`config.mk`:
```
export PLATFORM = sky130hd
export DESIGN_NAME = salc_fifo
export DESIGN_NICKNAME = d
export VERILOG_FILES = /design/src/hdl/salc_fifo.sv
export SDC_FILE = /design/constraint.sdc
export NUM_CORES = 1
export LEC_CHECK = 0
export ABC_AREA = 1
export BUFFER_PORTS_ARGS = -buffer_cell sky130_fd_sc_hd__buf_4
export CAP_MARGIN = 20
export CORE_MARGIN = 5
export CORE_UTILIZATION = 49
export CTS_CLUSTER_SIZE = 24
export DETAILED_ROUTE_END_ITERATION = 8
export GPL_ROUTABILITY_DRIVEN = 1
export PLACE_DENSITY = 0.75
export SKIP_CTS_REPAIR_TIMING = 1
export SYNTH_ARGS = -nofsm -noshare
export SYNTH_HDL_FRONTEND = slang
export SYNTH_SLANG_ARGS = --single-unit
```
`constraint.sdc`:
```
create_clock -name i_clk -period 1.6 [get_ports i_clk]
set_clock_uncertainty 0.05 [all_clocks]
set_input_delay 0.16 -clock i_clk [delete_from_list [all_inputs] [get_ports i_clk]]
set_output_delay 0.16 -clock i_clk [all_outputs]
set_load 0.01 [all_outputs]
```
`src/hdl/salc_fifo.sv`:
```
// ----------------------------------------------------------------------------
// salc_fifo
// Two-entry queue between the request front end and the lookup engine.
// ----------------------------------------------------------------------------
module salc_fifo #(
    parameter int W = 8
) (
    input  logic         i_clk,
    input  logic         i_rst_n,
    input  logic         i_push,
    input  logic [W-1:0] i_data,
    input  logic         i_pop,
    output logic         o_full,
    output logic         o_valid,
    output logic [W-1:0] o_data
);
    logic [W-1:0] r_mem [2];
    logic         r_wp, r_rp;
    logic [1:0]   r_cnt;

    always_ff @(posedge i_clk) begin
        if (!i_rst_n) begin
            r_wp  <= 1'b0;
            r_rp  <= 1'b0;
            r_cnt <= 2'd0;
        end else begin
            if (i_push) begin
                r_wp <= ~r_wp;
            end
            if (i_pop) begin
                r_rp <= ~r_rp;
            end
            r_cnt <= r_cnt + 2'(i_push) - 2'(i_pop);
        end
    end

    always_ff @(posedge i_clk) begin
        if (i_push) begin
            r_mem[r_wp] <= i_data;
        end
    end

    assign o_full  = r_cnt == 2'd2;
    assign o_valid = r_cnt != 2'd0;
    assign o_data  = r_mem[r_rp];

endmodule

```
# == Word-level counts from Yosys, hierarchy flattened ==
# Memory sizes are Yosys's and may differ from the RTL's. A register that Yosys moved wholly into a read port is not among the register bits.
# Index checks and enable logic that the tools add are counted.
# classes
addsub,2
n_mul,0
div_mod_pow,0
n_lt_le_gt_ge,0
eq_ne,1
shift,0
muxes,4
bitwise_logic,2
reduce_logical,1
# ops
operator,count
$mux W1,4
$add A2 B1 Y2,1
$eq A2 B2 Y1 const B,1
$not A1 Y1,2
$reduce_bool A2 Y1,1
$sub A2 B1 Y2,1
# totals
reg_bits,4
latchBits,0
ram_bits,16
romBits,0
input_bits,12
out_inout_bits,10
word_cells,14
n_memories,1
# memory_table
name,depth,word_bits,read_ports,rd_ports_with_merged_regs,write_ports,line_no,text
r_mem,2,8,1,1,1,17,logic [W-1:0] r_mem [2];

# == Logic depth before layout (Yosys ltp) ==
# Gate-level depths: netlist of run 1.
# logic_depth
depth_word,3
mapped_depth,9

# == Worst setup path before layout of run 1 ==
# OpenSTA, ideal clock, no wires.
# synth_timing
path_type,reg2reg
from,register r_cnt[0]
to,register r_cnt[1]
setup_time_ns,0.115
arrival_ns,1.073
required_time_ns,1.435
slack_ns,0.362
stages_incl_launch_ff,9
path_buffers,0
synth_period_minus_slack_ns,1.238
cell_sequence,dfxtp_1 -> inv_1 -> ha_1 -> inv_1 -> ha_1 -> inv_1 -> nand2_1 -> a21oi_1 -> nor2_1
# synth_between
elab_chain_len,2
# synth_lines
element,line_no,text
"start, declared",19,logic [1:0] r_cnt;
"start signal, assigned",33,r_cnt <= r_cnt + 2'(i_push) - 2'(i_pop);
$add A2 B1 Y2,33,
$sub A2 B1 Y2,33,
# Every way passes these cells.
# A chain may end at the register's enable or synchronous reset.

==> load_flow_metrics.sql, run 1 <==
INSERT INTO impl_metrics (metric_group, metric, value, unit) VALUES
('route', 'post-route-drc-count', '0', ''),
('route', 'ant_nets', '0', ''),
('clocking', 'max_h_tree_level', '1', ''),
('clocking', 'tritoncts_clock_tree', 'done', ''),
('setup_path', 'critical_path_required', '1.39', 'ns'),
('global_routing', 'grt_pass1_wl', '2130', 'um'),
('synthesis', 'ys_seq_elements', '21', ''),
('setup_path', 'worst-endpoint-arrival', '1.26', 'ns'),
('synthesis', 'post_synth.cell_area_avg', '14.4', 'um2'),
('pwr', 'power.share.clock', '0.219', ''),
('setup_path', 'max_stage_delay', '0.32', 'ns'),
('synthesis', 'synth_sequential_area_ratio', '0.694', ''),
('placement', 'dp_hpwl', '1080', 'um'),
('synthesis', 'syn-num-nets', '72', ''),
('pwr', 'switching_power', '239', 'uW'),
('floorplanning', 'die_h', '51.3', 'um'),
('floorplanning', 'coreArea', '0.00167', 'mm2'),
('setup_path', 'timing.critical_path.to_type', 'output port', ''),
('synthesis', 'synthesis.area', '837', 'um2'),
('placement', 'gp_congestion', '0.634', ''),
('synthesis', 'synthesis.yosys.warnings', '0', ''),
('synthesis', 'ys_top_cells_by_area', 'sky130_fd_sc_hd__edfxtp_1 57%, sky130_fd_sc_hd__mux2_4 14%, sky130_fd_sc_hd__dfxtp_1 12%', ''),
('run', 'cap_violations', '0', ''),
('layout', 'finish.net_count', '107', ''),
('pwr', 'cellLeakagePower', '0.000509', 'uW'),
('floorplanning', 'fp.dieW', '51.3', 'um'),
('sta', 'timing_max_transition_violations_final', '0', ''),
('route', 'drt-vias-per-instance', '4.86', ''),
('sta', 'fin_crit_sh', '0.918', ''),
('clocking', 'clock-sinks', '21', ''),
('clocking', 'root_buffer', 'sky130_fd_sc_hd__clkbuf_4', ''),
('placement', 'numPlacedInstances', '97', ''),
('global_routing', 'grt-ovfl-total', '0', ''),
('synthesis', 'netlist.top_cell.by_area', 'sky130_fd_sc_hd__edfxtp_1', ''),
('layout', 'relative_area_change_from_synthesis_to_final_layout', '34.5', '%'),
('clocking', 'numCtsBuffers', '3', ''),
('floorplanning', 'effective_utilization_at_floorplan', '0.501', ''),
('hold_path', 'min_path_type', 'in -> reg', ''),
('global_routing', 'initial_antenna_violation_count', '0', ''),
('layout', 'instances_no_fill', '109', ''),
('pwr', 'power.ir.vdd_worst', '566', 'uV'),
('floorplanning', 'num_rows', '15', ''),
('clocking', 'maximum_count_of_clock_buffers_along_a_single_path', '2', ''),
('pwr', 'seq_power_share', '0.592', ''),
('floorplanning', 'floorplan.die_area', '0.00263', 'mm2'),
('sta', 'worst_slew_margin_rel', '0.799', ''),
('synthesis', 'distinct_cells_synth', '10', ''),
('global_routing', 'grt_max_degree', '12', ''),
('sta', 'timing_worst_slew_pin_value', '0.302', 'ns'),
('sta', 'setup_tns', '0', 'ns'),
('route', 'detailroute.via_count', '530', ''),
('pwr', 'power_density', '955', 'mW/mm2'),
('sta', 'fmax', '681', 'MHz'),
('route', 'detail_route.first_pass.iterations', '2', ''),
('synthesis', 'synthDominantCellAreaShare', '0.574', ''),
('setup_path', 'worstSetupStartpointType', 'flip-flop', ''),
('layout', 'layout.cells.most_common_list', '23 x sky130_fd_sc_hd__buf_4, 16 x sky130_fd_sc_hd__edfxtp_1, 9 x sky130_fd_sc_hd__nand2_1', ''),
('pwr', 'sw_frac_of_total', '0.222', ''),
('route', 'routed_wire_length_per_instance', '12.9', 'um'),
('layout', 'antenna-diode-count', '0', ''),
('setup_path', 'path_common_cell', 'sky130_fd_sc_hd__buf_4', ''),
('setup_path', 'cp_cell_sequence', 'buf_4, mux2_4, buf_4', ''),
('sta', 'whs', '0.0346', 'ns'),
('floorplanning', 'ios', '22', ''),
('sta', 'setup_repair_after_global_routing_missed_its_margin', 'no', ''),
('sta', 'period_minus_slack', '1.47', 'ns'),
('clocking', 'clock_insertion_delay_worst_skew', '0.29', 'ns'),
('status', 'outcome', 'finished clean', ''),
('setup_path', 'crit_slowest_cell', 'sky130_fd_sc_hd__dfxtp_1', ''),
('route', 'postRouteWirelength', '1400', 'um'),
('layout', 'post-route-util', '0.674', '');
==> cells in the mapped netlist <==
library cell,number
sky130_fd_sc_hd__a21oi_1,1
sky130_fd_sc_hd__buf_6,1
sky130_fd_sc_hd__dfxtp_1,5
sky130_fd_sc_hd__edfxtp_1,16
sky130_fd_sc_hd__ha_1,2
sky130_fd_sc_hd__inv_1,7
sky130_fd_sc_hd__mux2_4,8
sky130_fd_sc_hd__nand2_1,9
sky130_fd_sc_hd__nand3_1,1
sky130_fd_sc_hd__nor2_1,8
==> cell type report <==
type                            instances  area (um2)
Tap cell                               17        21.3
Clock buffer                            4        26.3
Sequential cell                        21         581
Multi-Input combinational cell         29         219
Timing Repair Buffer                   31         253
Fill cell                             133         544
Inverter                                7        26.3
==> per-layer routing <==
metal / vias up / part of all wire / track usage
met5: - / 0 / 0
met4: 0 / 0.0071 / 0.0524
met3: 2 / 0.046 / 0.0321
met2: 16 / 0.55 / 0.221
met1: 248 / 0.39 / 0.105
li1: 264 / - / -
==> cells by family (layout without fill, tap and decap cells) <==
logic type               Yosys count  in the layout  share of synthesized area
AND/OR/NAND/NOR                   18             18                     0.0822
flip-flops                        21             21                      0.694
adder cells (fa/ha/maj)            2              2                     0.0299
multiplexers                       8              8                      0.144
AO/OA/AOI/OAI                      1              1                    0.00597
buffers and inverters              8             42                     0.0448
==> metrics by stage <==
stage                     setup slack, ns  area, um2
after global placement              0.350       1020
final                               0.131       1130
after floorplan                     0.362        837
after CTS                           0.101       1050
after detailed placement            0.275       1020
after global routing               0.0656       1130
==> registers in the layout (all words and copies together), names as in the netlist, named ones only <==
register / count
r_mem: 16
r_cnt: 2
r_rp: 1
r_wp: 1
==> path summary, 6_finish.rpt <==
path,from,slack [ns],cells after the start,end
setup reg to reg,r_cnt[0],0.26,8,r_cnt[1]
hold / removal,i_rst_n,0.03,3,r_cnt[0]
setup / recovery,flip-flop,0.13,3,o_data[4]
hold reg to reg,r_rp,0.46,2,flip-flop
==> power by group through the flow <==
stage | Clock [uW] | Sequential [uW] | Combinational (uW)
after floorplan | 0 | 646 | 107
after global placement | 0 | 646 | 184
after detailed placement | 0 | 650 | 192
after CTS | 250 | 637 | 193
after global routing | 271 | 640 | 227
final | 235 | 636 | 204
==> worst max-delay path: cells and delay by family (launching register included) <==
family                 cells  cell delay (ns)
DFF                        1             0.32
muxes                      1             0.32
buffers and inverters      2             0.33
(Power assumes the default switching activity.)
==> run 2: changes to the inputs <==
--- a/config.mk
+++ b/config.mk
@@ -13,7 +13,8 @@
 export CTS_CLUSTER_SIZE = 24
 export DETAILED_ROUTE_END_ITERATION = 8
 export GPL_ROUTABILITY_DRIVEN = 1
-export PLACE_DENSITY = 0.75
+export HOLD_SLACK_MARGIN = 0.1
+export PLACE_DENSITY_LB_ADDON = 0.05
 export SKIP_CTS_REPAIR_TIMING = 1
 export SYNTH_ARGS = -nofsm -noshare
 export SYNTH_HDL_FRONTEND = slang
==> run 2 against run 1 <==
Via count grew 1.5%. Die area is the same. Design area grew 4.0%. Sequential share of layout area shrank 2.0 points. Global-route usage shrank 0.33 points. Worst setup slack lost 0.0034 ns. Final cell count grew 4.6%. Maximum frequency shrank 0.23%. Sequential power is essentially flat. Worst hold slack gained 0.43 ns.
==> load_flow_metrics.sql, run 2 (synthesized netlist as in run 1, its figures left out) <==
INSERT INTO impl_metrics (metric_group, metric, value, unit) VALUES
('floorplanning', 'fp.dieW', '51.3', 'um'),
('setup_path', 'criticalPathCategory', 'in -> reg', ''),
('global_routing', 'grt-ovfl-total', '0', ''),
('floorplanning', 'effective_utilization_at_floorplan', '0.501', ''),
('hold_path', 'min_path_type', 'reg -> reg', ''),
('layout', 'relative_area_change_from_synthesis_to_final_layout', '39.9', '%'),
('global_routing', 'global_route_usage_sum', '0.109', ''),
('pwr', 'power_density', '932', 'mW/mm2'),
('hold_path', 'hold_depth', '2', ''),
('run', 'cap_violations', '0', ''),
('layout', 'biggest_register', 'r_mem', ''),
('clocking', 'clock-sinks', '21', ''),
('route', 'drt-vias-per-instance', '4.72', ''),
('placement', 'dp_hpwl', '947', 'um'),
('clocking', 'clock_slew_at_the_register_clock_pins_of_the_worst_setup_and_hold_paths', '0.11', 'ns'),
('setup_path', 'r2r_slack', '0.28', 'ns'),
('hold_path', 'worstHoldEndpoint', 'r_wp', ''),
('hold_path', 'min_from', 'r_wp', ''),
('clocking', 'tritoncts_clock_tree', 'done', ''),
('route', 'ant_nets', '0', ''),
('clocking', 'clock_insertion_delay_worst_skew', '0.29', 'ns'),
('layout', 'layout-drive-gt1-share', '0.371', ''),
('clocking', 'numCtsBuffers', '3', ''),
('placement', 'pre_cts_slack', '0.298', 'ns'),
('floorplanning', 'coreArea', '0.00167', 'mm2'),
('layout', 'top_flop_regs', 'r_mem (16), r_cnt (2)', ''),
('layout', 'post-route-util', '0.701', ''),
('layout', 'finish.net_count', '112', ''),
('global_routing', 'first_global_vias', '494', ''),
('sta', 'setup_tns', '0', 'ns'),
('status', 'outcome', 'finished clean', ''),
('sta', 'fmax', '679', 'MHz'),
('route', 'detailroute.via_count', '538', ''),
('setup_path', 'r2r_cells', '8', ''),
('floorplanning', 'floorplan.die_area', '0.00263', 'mm2'),
('sta', 'final_count_of_negative_setup_slack_endpoints', '0', ''),
('floorplanning', 'die_h', '51.3', 'um'),
('route', 'drt-initial-drc-count', '10', ''),
('floorplanning', 'ios', '22', ''),
('setup_path', 'maximum_fanout_along_the_worst_path', '3', ''),
('clocking', 'max_h_tree_level', '1', ''),
('route', 'post-route-drc-count', '0', ''),
('layout', 'final_common_cell', 'sky130_fd_sc_hd__buf_4', ''),
('placement', 'port_buffers', '21', ''),
('floorplanning', 'num_rows', '15', ''),
('layout', 'largest_register_ffs', '16', ''),
('sta', 'timing_worst_slew_pin_value', '0.323', 'ns'),
('pwr', 'power.ir.vdd_worst', '587', 'uV'),
('route', 'postRouteWirelength', '1350', 'um'),
('clocking', 'root_buffer', 'sky130_fd_sc_hd__clkbuf_4', ''),
('layout', 'antenna-diode-count', '0', ''),
('sta', 'setup_repair_after_global_routing_missed_its_margin', 'no', ''),
('sta', 'fin_crit_sh', '0.920', ''),
('setup_path', 'timing.critical_path.to_type', 'flip-flop', ''),
('sta', 'timing_max_transition_violations_final', '0', ''),
('sta', 'worst_slew_margin_rel', '0.784', ''),
('setup_path', 'critical_path_required', '1.75', 'ns'),
('sta', 'final_critical_path_setup_slack', '0.128', 'ns'),
('placement', 'place_area', '0.00103', 'mm2'),
('global_routing', 'initial_antenna_violation_count', '0', ''),
('layout', 'fillers', '125', ''),
('setup_path', 'worst_r2r_startpoint', 'r_cnt[0]', ''),
('sta', 'period_minus_slack', '1.47', 'ns'),
('layout', 'layout.cells.most_common_list', '25 x sky130_fd_sc_hd__buf_4, 16 x sky130_fd_sc_hd__edfxtp_1, 11 x sky130_fd_sc_hd__dlygate4sd3_1', ''),
('pwr', 'cellLeakagePower', '0.000531', 'uW'),
('sta', 'report.final.hold_viol_count', '0', ''),
('route', 'detail_route.first_pass.iterations', '4', ''),
('setup_path', 'worstSetupStartpointType', 'input port', ''),
('placement', 'gp_congestion', '0.774', ''),
('setup_path', 'worst-endpoint-arrival', '1.62', 'ns'),
('clocking', 'maximum_count_of_clock_buffers_along_a_single_path', '2', ''),
('global_routing', 'grt_pass1_wl', '2070', 'um'),
('layout', 'final_design_area_no_fill', '0.00117', 'mm2'),
('pwr', 'total_chip_power', '1090', 'uW'),
('route', 'routed_wire_length_per_instance', '11.9', 'um'),
('setup_path', 'timing.rr.end', 'r_cnt[1]', ''),
('global_routing', 'grt_max_degree', '12', '');
-- run 2: cell types whose count changed in the layout (fill, tap and decap cells not counted) --
cell,before,now
sky130_fd_sc_hd__buf_4,23,25
sky130_fd_sc_hd__dlygate4sd3_1,8,11
-- run 2: critical path, cell delays in order --
cell and delay (ns):
sky130_fd_sc_hd__dlygate4sd3_1 0.54, sky130_fd_sc_hd__buf_4 0.14, sky130_fd_sc_hd__ha_1 0.27, sky130_fd_sc_hd__inv_1 0.04
sky130_fd_sc_hd__ha_1 0.18, sky130_fd_sc_hd__inv_1 0.05, sky130_fd_sc_hd__nand2_1 0.06, sky130_fd_sc_hd__a21oi_1 0.12
sky130_fd_sc_hd__nor2_1 0.06
-- run 2: per-layer routing --
layer / global-route usage / up-vias / part of all wire
li1: - / 275 / -
met1: 0.121 / 248 / 0.38
met2: 0.189 / 15 / 0.56
met3: 0.0262 / 0 / 0.063
met4: 0.0655 / 0 / 0
met5: 0 / - / 0
-- run 2: final cells by class --
cell class                      count  area [um2]  share of cell area
Tap cell                           17        21.3              0.0182
Sequential cell                    21         581               0.496
Multi-Input combinational cell     29         219               0.187
Clock buffer                        4        26.3              0.0224
Timing Repair Buffer               36         298               0.254
Inverter                            7        26.3              0.0224
-- run 2: power breakdown --
group / internal, uW / switching, uW
Clock: 96.9 / 145
Combinational: 125 / 89.4
Sequential: 624 / 11.7
-- run 2: worst max path at each step --
| stage | start | slack, ns | to |
|---|---|---|---|
| after global placement | r_cnt[0] | 0.34 | r_cnt[1] |
| final | i_pop | 0.13 | r_cnt[1] |
| after floorplan | r_cnt[0] | 0.36 | r_cnt[1] |
| after CTS | flip-flop | 0.12 | o_data[5] |
| after detailed placement | r_cnt[0] | 0.30 | r_cnt[1] |
| after global routing | i_pop | 0.05 | r_cnt[1] |
-- run 2: stage by stage --
| step | cells | hold slack, ns |
|---|---|---|
| 2_1_floorplan | 58 | 0.203 |
| 3_3_place_gp | 99 | 0.296 |
| 3_5_place_dp | 99 | 0.297 |
| 4_1_cts | 103 | -0.0187 |
| 5_1_grt | 114 | 0.515 |
| 6_report | 114 | 0.465 |
