### src/hdl/salc_pkg.sv
// ----------------------------------------------------------------------------
// salc_pkg
// Shared types, constants and geometry function of the LRU cache predictor.
// ----------------------------------------------------------------------------
package salc_pkg;

    localparam int DEF_MAX_LINES = 1024;
    localparam int DEF_MAX_WAYS  = 16;
    localparam int DEF_ADDR_BITS = 32;

    localparam int OFF_BITS = 5;
    localparam int RANK_W   = 4;
    localparam int CFG_W    = 3;
    localparam int IDX_W    = 2;

    localparam logic [IDX_W-1:0] CFG_SIZE  = 2'd0;
    localparam logic [IDX_W-1:0] CFG_WAYS  = 2'd1;
    localparam logic [IDX_W-1:0] CFG_ALLOC = 2'd2;
    localparam logic [IDX_W-1:0] CFG_PF    = 2'd3;

    localparam logic [1:0] PF_ALL  = 2'd1;
    localparam logic [1:0] PF_MISS = 2'd2;

    typedef struct packed {
        logic [2:0] wl;
        logic [3:0] sb;
    } t_geo;

    typedef enum logic [2:0] {
        ST_CLR,
        ST_IDLE,
        ST_EV1,
        ST_RD2,
        ST_EV2,
        ST_OUT
    } t_state;

    function automatic t_geo calc_geo(logic [2:0] csz, logic [2:0] wys,
                                      int lines_l2, int ways_l2);
        int   csl;
        int   ll;
        int   wl;
        t_geo g;
        csl = (csz > 3'd5) ? 5 : int'(csz);
        ll  = OFF_BITS + csl;
        if (ll > lines_l2 && lines_l2 >= OFF_BITS) ll = lines_l2;
        wl = (wys > 3'd4) ? 4 : int'(wys);
        if (wl > ways_l2) wl = ways_l2;
        if (wl >= ll) wl = ll - 1;
        g.wl = 3'(wl);
        g.sb = 4'(ll - wl);
        return g;
    endfunction

endpackage

### src/hdl/salc_front.sv
// ----------------------------------------------------------------------------
// salc_front
// Splits an access into demand and next-line set rows, lane offsets and tags.
// ----------------------------------------------------------------------------
module salc_front #(
    parameter int MAX_LINES = salc_pkg::DEF_MAX_LINES,
    parameter int MAX_WAYS  = salc_pkg::DEF_MAX_WAYS,
    parameter int ADDR_BITS = salc_pkg::DEF_ADDR_BITS,
    parameter int REQ_W     = 8
) (
    input  logic [ADDR_BITS-1:0] i_addr,
    input  logic                 i_load,
    input  salc_pkg::t_geo       i_geo,
    input  logic                 i_alloc_st,
    input  logic [1:0]           i_pf_mode,
    output logic [REQ_W-1:0]     o_req
);
    import salc_pkg::*;

    localparam int LN_W   = ADDR_BITS - OFF_BITS;
    localparam int TAG_W  = ADDR_BITS - OFF_BITS - 1;
    localparam int LIN_W  = $clog2(MAX_LINES);
    localparam int WAY_L2 = $clog2(MAX_WAYS);
    localparam int ROW_W  = LIN_W - WAY_L2;
    localparam int LANE_W = (WAY_L2 > 0) ? WAY_L2 : 1;
    localparam int BW     = LN_W + 16;

    logic [LN_W-1:0]   dem_line, nxt_line, set_mask;
    logic [LIN_W-1:0]  dem_base, nxt_base;
    logic [TAG_W-1:0]  dem_tag, nxt_tag;
    logic [ROW_W-1:0]  dem_row, nxt_row;
    logic [LANE_W-1:0] dem_off, nxt_off;

    assign dem_line = i_addr[ADDR_BITS-1:OFF_BITS];
    assign nxt_line = dem_line + LN_W'(1);
    assign set_mask = ~({LN_W{1'b1}} << i_geo.sb);

    assign dem_tag  = TAG_W'(dem_line >> i_geo.sb);
    assign nxt_tag  = TAG_W'(nxt_line >> i_geo.sb);
    assign dem_base = LIN_W'(BW'(dem_line & set_mask) << i_geo.wl);
    assign nxt_base = LIN_W'(BW'(nxt_line & set_mask) << i_geo.wl);
    assign dem_row  = ROW_W'(dem_base >> WAY_L2);
    assign nxt_row  = ROW_W'(nxt_base >> WAY_L2);
    assign dem_off  = LANE_W'(dem_base & LIN_W'(MAX_WAYS - 1));
    assign nxt_off  = LANE_W'(nxt_base & LIN_W'(MAX_WAYS - 1));

    assign o_req = {i_pf_mode == PF_MISS, i_pf_mode == PF_ALL, i_load | i_alloc_st,
                    nxt_tag, nxt_off, nxt_row, dem_tag, dem_off, dem_row};

endmodule

### config.mk
export PLATFORM = sky130hd
export DESIGN_NAME = salc_front
export DESIGN_NICKNAME = d
export VERILOG_FILES = /design/src/hdl/salc_pkg.sv /design/src/hdl/salc_front.sv
export SDC_FILE = /design/constraint.sdc
export NUM_CORES = 1
export LEC_CHECK = 0
export BUFFER_PORTS_ARGS = -buffer_cell sky130_fd_sc_hd__buf_2
export CORE_MARGIN = 2
export CORE_UTILIZATION = 42
export DETAILED_ROUTE_END_ITERATION = 6
export GPL_ROUTABILITY_DRIVEN = 1
export PLACE_DENSITY = 0.87
export SYNTH_ARGS = -nofsm -noshare
export SYNTH_HDL_FRONTEND = slang
export SYNTH_SLANG_ARGS = --single-unit
### constraint.sdc
create_clock -name vclk -period 1.6
set_clock_uncertainty 0.2 [all_clocks]
set_input_delay 0.16 -clock vclk [all_inputs]
set_output_delay 0.16 -clock vclk [all_outputs]
set_load 0.02 [all_outputs]
* Word-level counts from Yosys, hierarchy flattened
Index checks and enable logic that the tools add are counted.
Cells by class: add/sub/neg operators 0, multipliers 0, divide/modulo/power cells 0, $lt $le $gt $ge 0, equal/unequal tests 0, shifts and indexed selects 2, multiplexer cells 0, bitwise operators 2, reduce and logical (&&, ||, !) cells 0
Operators with widths (number):
- AND 27 bit | 1
- inverter 27 bit | 1
- left shift 27 x 3 -> 10 bit | 1
- left shift 27 x 4 -> 27 bit (first input constant) | 1
Storage, ports and cells: flip-flop bits (word level) 0, bits in latches 0, RAM bits 0, ROM bits 0, input port bits 43, output and inout port bits 8, word-level logic and storage cells 4, memories 0

* Longest topological paths before layout
Gate-level depths: netlist of run 1.
depth after elaboration 4, gate-level depth with buffers 6, mapped depth without buffers 4

* Worst setup path after synthesis of run 1
OpenSTA, ideal clock, no wires.
kind input port to output port, from input i_geo[3] (netlist name), to output o_req[5], data arrival time 1.139 ns, slack 0.101 ns, stages on the path 5, path buffers 1, cell sequence buf_6 -> nor2_4 -> nor4b_4 -> o22ai_2 -> mux2i_1
Between the ends: cells in the longest elaborated chain, start to end 4
RTL lines:
- start: declaration | line salc_front.sv:13 | input salc_pkg::t_geo i_geo,
- left shift 27 x 4 -> 27 bit | line salc_front.sv:36 | assign set_mask = ~({LN_W{1'b1}} << i_geo.sb);
- inverter 27 bit | line salc_front.sv:36
- AND 27 bit | line salc_front.sv:40 | assign dem_base = LIN_W'(BW'(dem_line & set_mask) << i_geo.wl);
- left shift 27 x 3 -> 10 bit | line salc_front.sv:40
- end: declaration | line salc_front.sv:16 | output logic [REQ_W-1:0] o_req
Every way passes these cells.

* Worst setup path in the final report of run 1
from input i_geo[0] (netlist name), to output o_req[5]
Same word-level chain as after synthesis.

==> results.md, run 1 <==
* Vias at 792
* CP max FO at 8
* Vias/cell at 6.29
* Initial antenna violation count at 0
* Ports at between 50 and 60
* Switching part of the total at around 54%
* Crit share post-route at between 90% and 100%
* Top Usage Layer GRT: met2
* Final #Nets at approximately 160
* Hold_buf cts at 0
* Clk_buf instances at 0
* WS Path Type: in -> out
* Fill count at approximately 110
* Max IR drop VDD at 0.000139 V
* Tot GR Track Use at a little over a fifth
* Total global routing overflow at 0
* Design Power at roughly 0.31 mW
* Placement Rows at 14
* Psw at approximately 0.17 mW
* Crit. End Element: output port
* GPL Wtd Cong at 0.853
* Clk pwr share at 0%
* Yosys top cell area share at 12.2%
* Synth top area cells: buf_6, mux2i_1, nor2_1
* Critical Path, Cell by Cell: buf_12, a211oi_4, buf_4, o21ai_2, o22ai_2, mux2i_1, buf_4
* Largest net degree at the start of global routing at 17
* Inst Count DP at around 120
* Routed wire length at ~2100 µm
* Fin crit period at approximately 1.6 ns
* Startpoint types: input pin
* Syn Area/Cell at ~8.2 µm²
* Ant diodes at 0
* Worst Hold Class: in -> out
* Fmax at between 0.6 and 0.7 GHz
* Slowest-stage cell, CP: a211oi_4
* Post-DRT Antenna Nets at 0
* Slowest cell delay on critical path at ~0.31 ns
* Die H at roughly 43 µm
* DRC Markers at 0
* Area growth from synthesis to layout at 44.7%
* IO buf count at 25
* Cell accounting for the most synthesized area: buf_6
* Critical Path RT at 1.24 ns
* Sequential element share of the synthesized area at 0%
* Register Area at 0 µm²
* Synthesized cell area at between 600 and 700 µm²
* DRT Pass-1 Iters at 4
* Fin. Hold Viols at 0
* LEAKAGE at a little under 0.4 nW
* Count of final setup violators at 0
* GRT met3 Usage at roughly 1.7%
* Vias in the first global route at approximately 730
* Cell mode on critical path: buf_4
* Starting Density at 44.0%
* Post-synth cell types at 35
* FF+latch count at 0
* Status: finished, final reports clean
* Yosys warnings at 0
* Slew HR at about four fifths
* Die width at between 40 and 50 µm
* Least-Margin Pin Slew at between 0.3 and 0.4 ns
* Max Cap Viol at 0
* Slew Viols, Final at 0
* Post-Syn Nets at about 120
* Met2 Track Usage GR at 40.6%
* Reg power frac at 0%
* Worst path arrival time at between 1 and 1.5 ns
* First-pass GRT wire length at approximately 3200 µm
* Drt first-iter violations at 17
* Syn Inst Count at 79
* Die area at 1870 µm²
* Non-Filler Instances at between 100 and 150
* Fin Hold WS at around 0.56 ns
* RSZ-0062 raised after global routing: yes
* Drt wl/cell at 16.3 µm
* Routing usage on met1 at between 20% and 30%
* Power density over the cells at 326 nW/µm²
* Pint at approximately 0.14 mW
* Detailed Place HPWL at ~1500 µm
* Share of post-route cells with drive strength above 1 at 59.1%
* Gate power share at 100.0%
* Core area at between 1000 and 1500 µm²
## placed cells by master (no fill, tap or decap), types with 2 or more instances in the layout
cell and count:
buf_2 15, nor2_2 2, nand2b_1 2, o21ai_1 4
mux2i_1 7, buf_6 5, nor2_1 5, buf_4 18
nor3_1 3, inv_1 3, nand2_1 6, a31oi_1 2
nor3b_1 2, nor3_2 3, o22ai_1 2, nand3_1 3
o22ai_2 4, a21oi_1 2
## cell families after synthesis
kind of cell,count (synthesis),synth area share [%]
simple gates,32,34.4
compound gates,26,35.6
mux,7,10.8
buf+inv,14,19.1
## layer usage
metal  routed length [µm]  vias to the layer above
met5                    0                        -
met3                   90                       10
li1                     -                      367
met1                  830                      385
met2                 1070                       30
met4                   57                        0
## synth_stat cells (2+ instances only)
cell type and instances:
nor3b_1 2, a31oi_1 2, buf_2 2, nor4_2 2, a21oi_1 2, nand3_1 3, nand2_1 6, nor2_1 7
o22ai_2 2, mux2i_1 7, nor3_2 2, buf_6 7, inv_1 3, o21ai_1 3, nand2b_1 2, nor3_1 4
o21ai_0 2, o22ai_1 4
## worst max-delay path, delay by kind of cell
family	cells	cell delay, ns
mux	1	0.10
buf+inv	3	0.45
compound gates	3	0.52
## final cells by class
class	instances	area, µm²	share of cell area (%)
inverters	4	15.0	1.60
multi-input cells	65	592	63.2
repair buffers	41	309	33.0
well taps	16	20.0	2.14
## power by group through the flow
| stage | logic (mW) | registers, mW | clock network (mW) |
|---|---|---|---|
| 2_1_floorplan | 0.183 | 0 | 0 |
| 3_3_place_gp | 0.240 | 0 | 0 |
| 3_5_place_dp | 0.250 | 0 | 0 |
| 4_1_cts | 0.272 | 0 | 0 |
| 5_1_grt | 0.323 | 0 | 0 |
| 6_report | 0.305 | 0 | 0 |
## final timing paths
path                      start        to  slack, ns  cells after the start
worst max-delay path   i_geo[0]  o_req[5]      0.002                      7
worst min-delay path  i_addr[5]  o_req[6]       0.56                      4
## metrics by stage
step / setup WS (ns) / utilization, % / cell area [µm²] / TNS (ns)
2_1_floorplan: 0.101 / - / 647 / 0
3_5_place_dp: -0.133 / 53.6 / 788 / -0.560
6_report: 0.00204 / 63.6 / 936 / 0
4_1_cts: -0.00478 / 57.7 / 850 / -0.00478
5_1_grt: -0.0314 / 63.6 / 936 / -0.0588
3_3_place_gp: -0.0854 / 53.6 / 788 / -0.304
## timing repair
item	CTS	global route
setup buffers	0	2
gates resized for setup	16	17
endpoints found under the setup margin	7	6
hold endpoints to repair	0	0
pin swaps	4	7
Note: power is estimated with default switching activity, not from simulation.
==> inputs of run 2 (changes only) <==
--- a/config.mk
+++ b/config.mk
@@ -11,6 +11,7 @@
 export DETAILED_ROUTE_END_ITERATION = 6
 export GPL_ROUTABILITY_DRIVEN = 1
 export PLACE_DENSITY = 0.87
+export RECOVER_POWER = 100
 export SYNTH_ARGS = -nofsm -noshare
 export SYNTH_HDL_FRONTEND = slang
 export SYNTH_SLANG_ARGS = --single-unit
==> constraint.sdc (replaced) <==
create_clock -name vclk -period 1.8
set_clock_uncertainty 0.2 [all_clocks]
set_input_delay 0.18 -clock vclk [all_inputs]
set_output_delay 0.18 -clock vclk [all_outputs]
set_load 0.02 [all_outputs]
==> results.md, run 2 (synthesis gave the netlist of run 1 again) <==
* Routed wire length at 1610 µm (-22%)
* Post-CTS setup buffer count at 0 (unchanged)
* Post-Route Utilization at 48.1% (-15 points)
* Area growth from synthesis to layout at 9.48%
* Final instance area at 708 µm² (-24%)
* Detailed Place HPWL at 1270 µm (-14%)
* Vias/cell at 6.09 (-3.1%)
* Sum of buffers and inverters on the critical path at 2 (-1)
* DRC Markers at 0 (unchanged)
* Worst setup path startpoint: i_geo[1]
* Share of post-route cells with drive strength above 1 at 44.8% (-14 points)
* CP max FO at 9 (+1)
* Die H at 43.2 µm (unchanged)
* Final #Nets at 141 (-9.0%)
* Die area at 1870 µm² (unchanged)
* Fmax at approximately 0.6 GHz
* Total global routing overflow at 0 (unchanged)
* RSZ-0062 raised after global routing: no
* DP Area at 698 µm² (-11%)
* Drt first-iter violations at 24 (+7)
* Crit. End Element: output port
* Slowest-stage cell, CP: a211oi_4
* Hold path start: i_addr[5]
* Inst Count DP at 112 (-9.7%)
* GPL Wtd Cong at 0.863 (+1.2%)
* Largest net degree at the start of global routing at 22 (+5)
* Crit share post-route at between 90 and 100%
* Slew HR at 77.7% (-0.49 points)
* Worst Hold Class: in -> out
* Max IR drop VDD at 0.000101 V (-28%)
* Tot GR Track Use at 18.7% (-2.9 points)
* Commonest non-fill, non-tap cell in the layout: buf_2
* Ant diodes at 0 (unchanged)
* Starting Density at 44.0% (unchanged)
* Vias in the first global route at 637 (-13%)
* Placement Rows at 14 (unchanged)
* Power density over the cells at 289 nW/µm² (-11%)
* Slew Viols, Final at 0 (unchanged)
* Ports at 51 (unchanged)
* Die width at 43.2 µm (unchanged)
* WS Path Type: in -> out
* IO buf count at 25 (unchanged)
* Fin Hold WS at 0.582 ns (+0.0240 ns)
* Status: finished, final reports clean
* Hold depth at 4 (unchanged)
* FF+latch count at 0 (unchanged)
* Critical Path RT at 1.42 ns (+0.18 ns)
* Core area at 1470 µm² (unchanged)
* Startpoint types: input pin
* Hold_buf cts at 0 (unchanged)
* Worst path arrival time at 1.32 ns (+0.08 ns)
* Clk_buf instances at 0 (unchanged)
* Post-DRT Antenna Nets at 0 (unchanged)
* DRT Pass-1 Iters at 4 (unchanged)
* Vias at 682 (-14%)
* Least-Margin Pin Slew at 0.333 ns (+0.00720 ns)
* First-pass GRT wire length at 2810 µm (-12%)
* Slowest cell delay on critical path at 0.33 ns (+0.02 ns)
* Count of final setup violators at 0 (unchanged)
* Register Area at 0 µm² (unchanged)
* Max Cap Viol at 0 (unchanged)
* Fin crit period at between 1.5 and 2 ns
* Initial antenna violation count at 0 (unchanged)
* Hold Path Sink: o_req[6]
* Crit path max-delay family: compound AO/OA/AOI/OAI gates
* Commonest non-fill, non-tap cells in the layout: buf_2, mux2i_1, nor2_1, nand2_1
* Non-Filler Instances at 112 (-11%)
* Drt wl/cell at 14.3 µm (-12%)
* LEAKAGE at 0.290 nW (-26%)
* Fin. Hold Viols at 0 (unchanged)
* Critical Path, Cell by Cell: clkbuf_4, a211oi_4, nor2_2, o31ai_2, o22ai_1, buf_2
[run 2: metrics by stage]
stage / TNS, ns / setup WS (ns) / total power, mW
CTS: 0 / 0.0528 / 0.203
finish: 0 / 0.0962 / 0.204
detailed placement: -0.169 / -0.0667 / 0.202
global placement: -0.00172 / -0.00125 / 0.194
floorplan: 0 / 0.261 / 0.163
global route: 0 / 0.00632 / 0.223
[run 2: routing by layer]
metal / global-route usage, % / up-vias / part of all wire (%)
li1: - / 337 / -
met4: 1.82 / 0 / 1.1
met5: 0 / - / 0
met2: 32.2 / 21 / 51
met3: 0.851 / 2 / 4.9
met1: 26.3 / 322 / 43
[run 2: where the power goes]
part	leakage, nW	switching (mW)	internal [mW]
clock	0	0	0
sequential	0	0	0
combinational	0.290	0.123	0.0810
[run 2: layout make-up]
type,count,area (µm²)
inverter,4,15.0
tap,16,20.0
fill,168,763
timing repair buffer,27,154
multi-input combinational,65,519
[run 2: what timing repair did]
action                     in CTS  in global routing
setup endpoints to repair       4                  4
cloned                          0                  0
resized for setup               1                  6
[run 2: worst max-delay path by stage]
stage / cells past startpoint / end
2_1_floorplan: 5 / o_req[5]
3_3_place_gp: 7 / o_req[5]
3_5_place_dp: 6 / o_req[2]
4_1_cts: 6 / o_req[2]
5_1_grt: 6 / o_req[2]
6_report: 6 / o_req[0]
==> inputs of run 3 (changes only) <==
==> config.mk (replaced) <==
export PLATFORM = sky130hd
export DESIGN_NAME = salc_front
export DESIGN_NICKNAME = d
export VERILOG_FILES = /design/src/hdl/salc_pkg.sv /design/src/hdl/salc_front.sv
export SDC_FILE = /design/constraint.sdc
export NUM_CORES = 1
export LEC_CHECK = 0
export CORE_AREA = 2 2 39 41
export DETAILED_ROUTE_END_ITERATION = 6
export DIE_AREA = 0 0 41 43
export DONT_BUFFER_PORTS = 1
export GPL_ROUTABILITY_DRIVEN = 1
export PLACE_DENSITY = 0.65
export RECOVER_POWER = 100
export SYNTH_ARGS = -nofsm -noshare
export SYNTH_HDL_FRONTEND = slang
export SYNTH_SLANG_ARGS = --single-unit
==> results.md, run 3 (synthesis gave the netlist of run 1 again) <==
* Status: finished, final reports clean
* Vias/cell at 6.53 (+7.3%)
* Hold_buf cts at 0 (unchanged)
* IO buf count at 0 (-100%)
* Post-cts sizing count at 0 (-1)
* Starting Density at 46.7% (+2.8 points)
* Placement Rows at 14 (unchanged)
* Die H at 43 µm (-0.57%)
* Met2 Track Usage GR at 29.7% (-2.6 points)
* FF+latch count at 0 (unchanged)
* Slew HR at 56.9% (-21 points)
* Total global routing overflow at 0 (unchanged)
* Drt wl/cell at 16.1 µm (+12%)
* Least-Margin Pin Slew at 0.640 ns (+0.307 ns)
* GRT met3 Usage at 2.09% (+1.2 points)
* Fill count at 157 (-6.5%)
* Clk_buf instances at 0 (unchanged)
* WS Path Type: in -> out
* Vias at 575 (-16%)
* Ports at 51 (unchanged)
* Max Cap Viol at 0 (unchanged)
* Fin crit period at 1.59 ns (-0.118 ns)
* Largest net degree at the start of global routing at 25 (+14%)
* Slowest cell delay on critical path at 0.54 ns (+0.21 ns)
* First-pass GRT wire length at 2380 µm (-15%)
* Post-CTS setup buffer count at 0 (unchanged)
* Critical Path RT at 1.42 ns (about the same)
* Share of post-route cells with drive strength above 1 at 20.8% (-24 points)
* Commonest non-fill, non-tap cells in the layout: mux2i_1, nor2_1, nand2_1, nor3_1, o22ai_1
* Worst path arrival time at 1.21 ns (-0.11 ns)
* Detailed Place HPWL at 1090 µm (-14%)
* RSZ-0062 raised after global routing: no
* DRT Pass-1 Iters at 4 (unchanged)
* Drt first-iter violations at 13 (-46%)
* Worst Hold Class: in -> out
* Critical Path, Cell by Cell: nor2_4, nor4b_4, o31ai_1, o21ai_0
* Fmax at 0.631 GHz (+7.4%)
* Initial antenna violation count at 0 (unchanged)
* Inst Count DP at 88 (-21%)
* Area growth from synthesis to layout at -14.3%
* Crit. End Element: output port
* Max IR drop VDD at 0.0000523 V (-48%)
* Routed wire length at 1420 µm (-12%)
* Die width at 41 µm (-5.2%)
* Slowest-stage cell, CP: o21ai_0
* Register Area at 0 µm² (unchanged)
* Final #Nets at 117 (-17%)
* Core area at 1380 µm² (-6.0%)
* Fin. Hold Viols at 0 (unchanged)
* Hold depth at 1 (-3)
* DRC Markers at 0 (unchanged)
* Die area at 1760 µm² (-5.7%)
* Count of final setup violators at 0 (unchanged)
* Slew Viols, Final at 0 (unchanged)
* Non-Filler Instances at 88 (-21%)
* Fin Setup TNS at 0 ns (unchanged)
* Vias in the first global route at 507 (-20%)
* Ant diodes at 0 (unchanged)
* Power density over the cells at 222 nW/µm² (-23%)
* LEAKAGE at 0.180 nW (-38%)
* Crit share post-route at 88.1% (-6.5 points)
* Post-DRT Antenna Nets at 0 (unchanged)
* CP max FO at 8 (-1)
* Top Usage Layer GRT: met2
* Routing usage on met1 at 26.7% (+0.39 points)
* GPL Wtd Cong at 0.807 (-6.5%)
* Startpoint types: input pin
* Tot GR Track Use at 18.3% (-0.37 points)
## run 3: per-layer routing
layer  wire length, µm  vias up
met4                 0        0
met2               765       13
met1               570      274
li1                  -      288
met3                80        0
met5                 0        -
## run 3: worst max-delay path: cells and delay by family
kind,cells,cell delay (ns)
simple gates,2,0.34
compound gates,2,0.69
## run 3: final timing paths
path                  slack (ns)      from  endpoint
worst max-delay path        0.21  i_geo[3]  o_req[4]
worst min-delay path        0.31  i_geo[5]  o_req[3]
## run 3: cell type report
class / instances / area [µm²] / share of cell area (%)
tap: 16 / 20.0 / 3.61
multi-input combinational: 65 / 500 / 90.3
inverter: 4 / 15.0 / 2.71
timing repair buffer: 3 / 18.8 / 3.39
## run 3: power breakdown
part / internal (mW) / switching (mW)
combinational: 0.0539 / 0.0692
sequential: 0 / 0
clock: 0 / 0
total: 0.0539 / 0.0692
## run 3: per-stage QoR
step,instance area [µm²],hold slack (ns),utilization [%],setup WS (ns),power [mW]
final,554,0.309,40.1,0.214,0.123
after global routing,554,0.310,40.1,0.136,0.134
after CTS,581,0.281,42.0,0.343,0.131
after detailed placement,581,0.281,42.0,0.343,0.131
after global placement,581,0.282,42.0,0.342,0.130
after floorplan,647,0.324,-,0.261,0.163
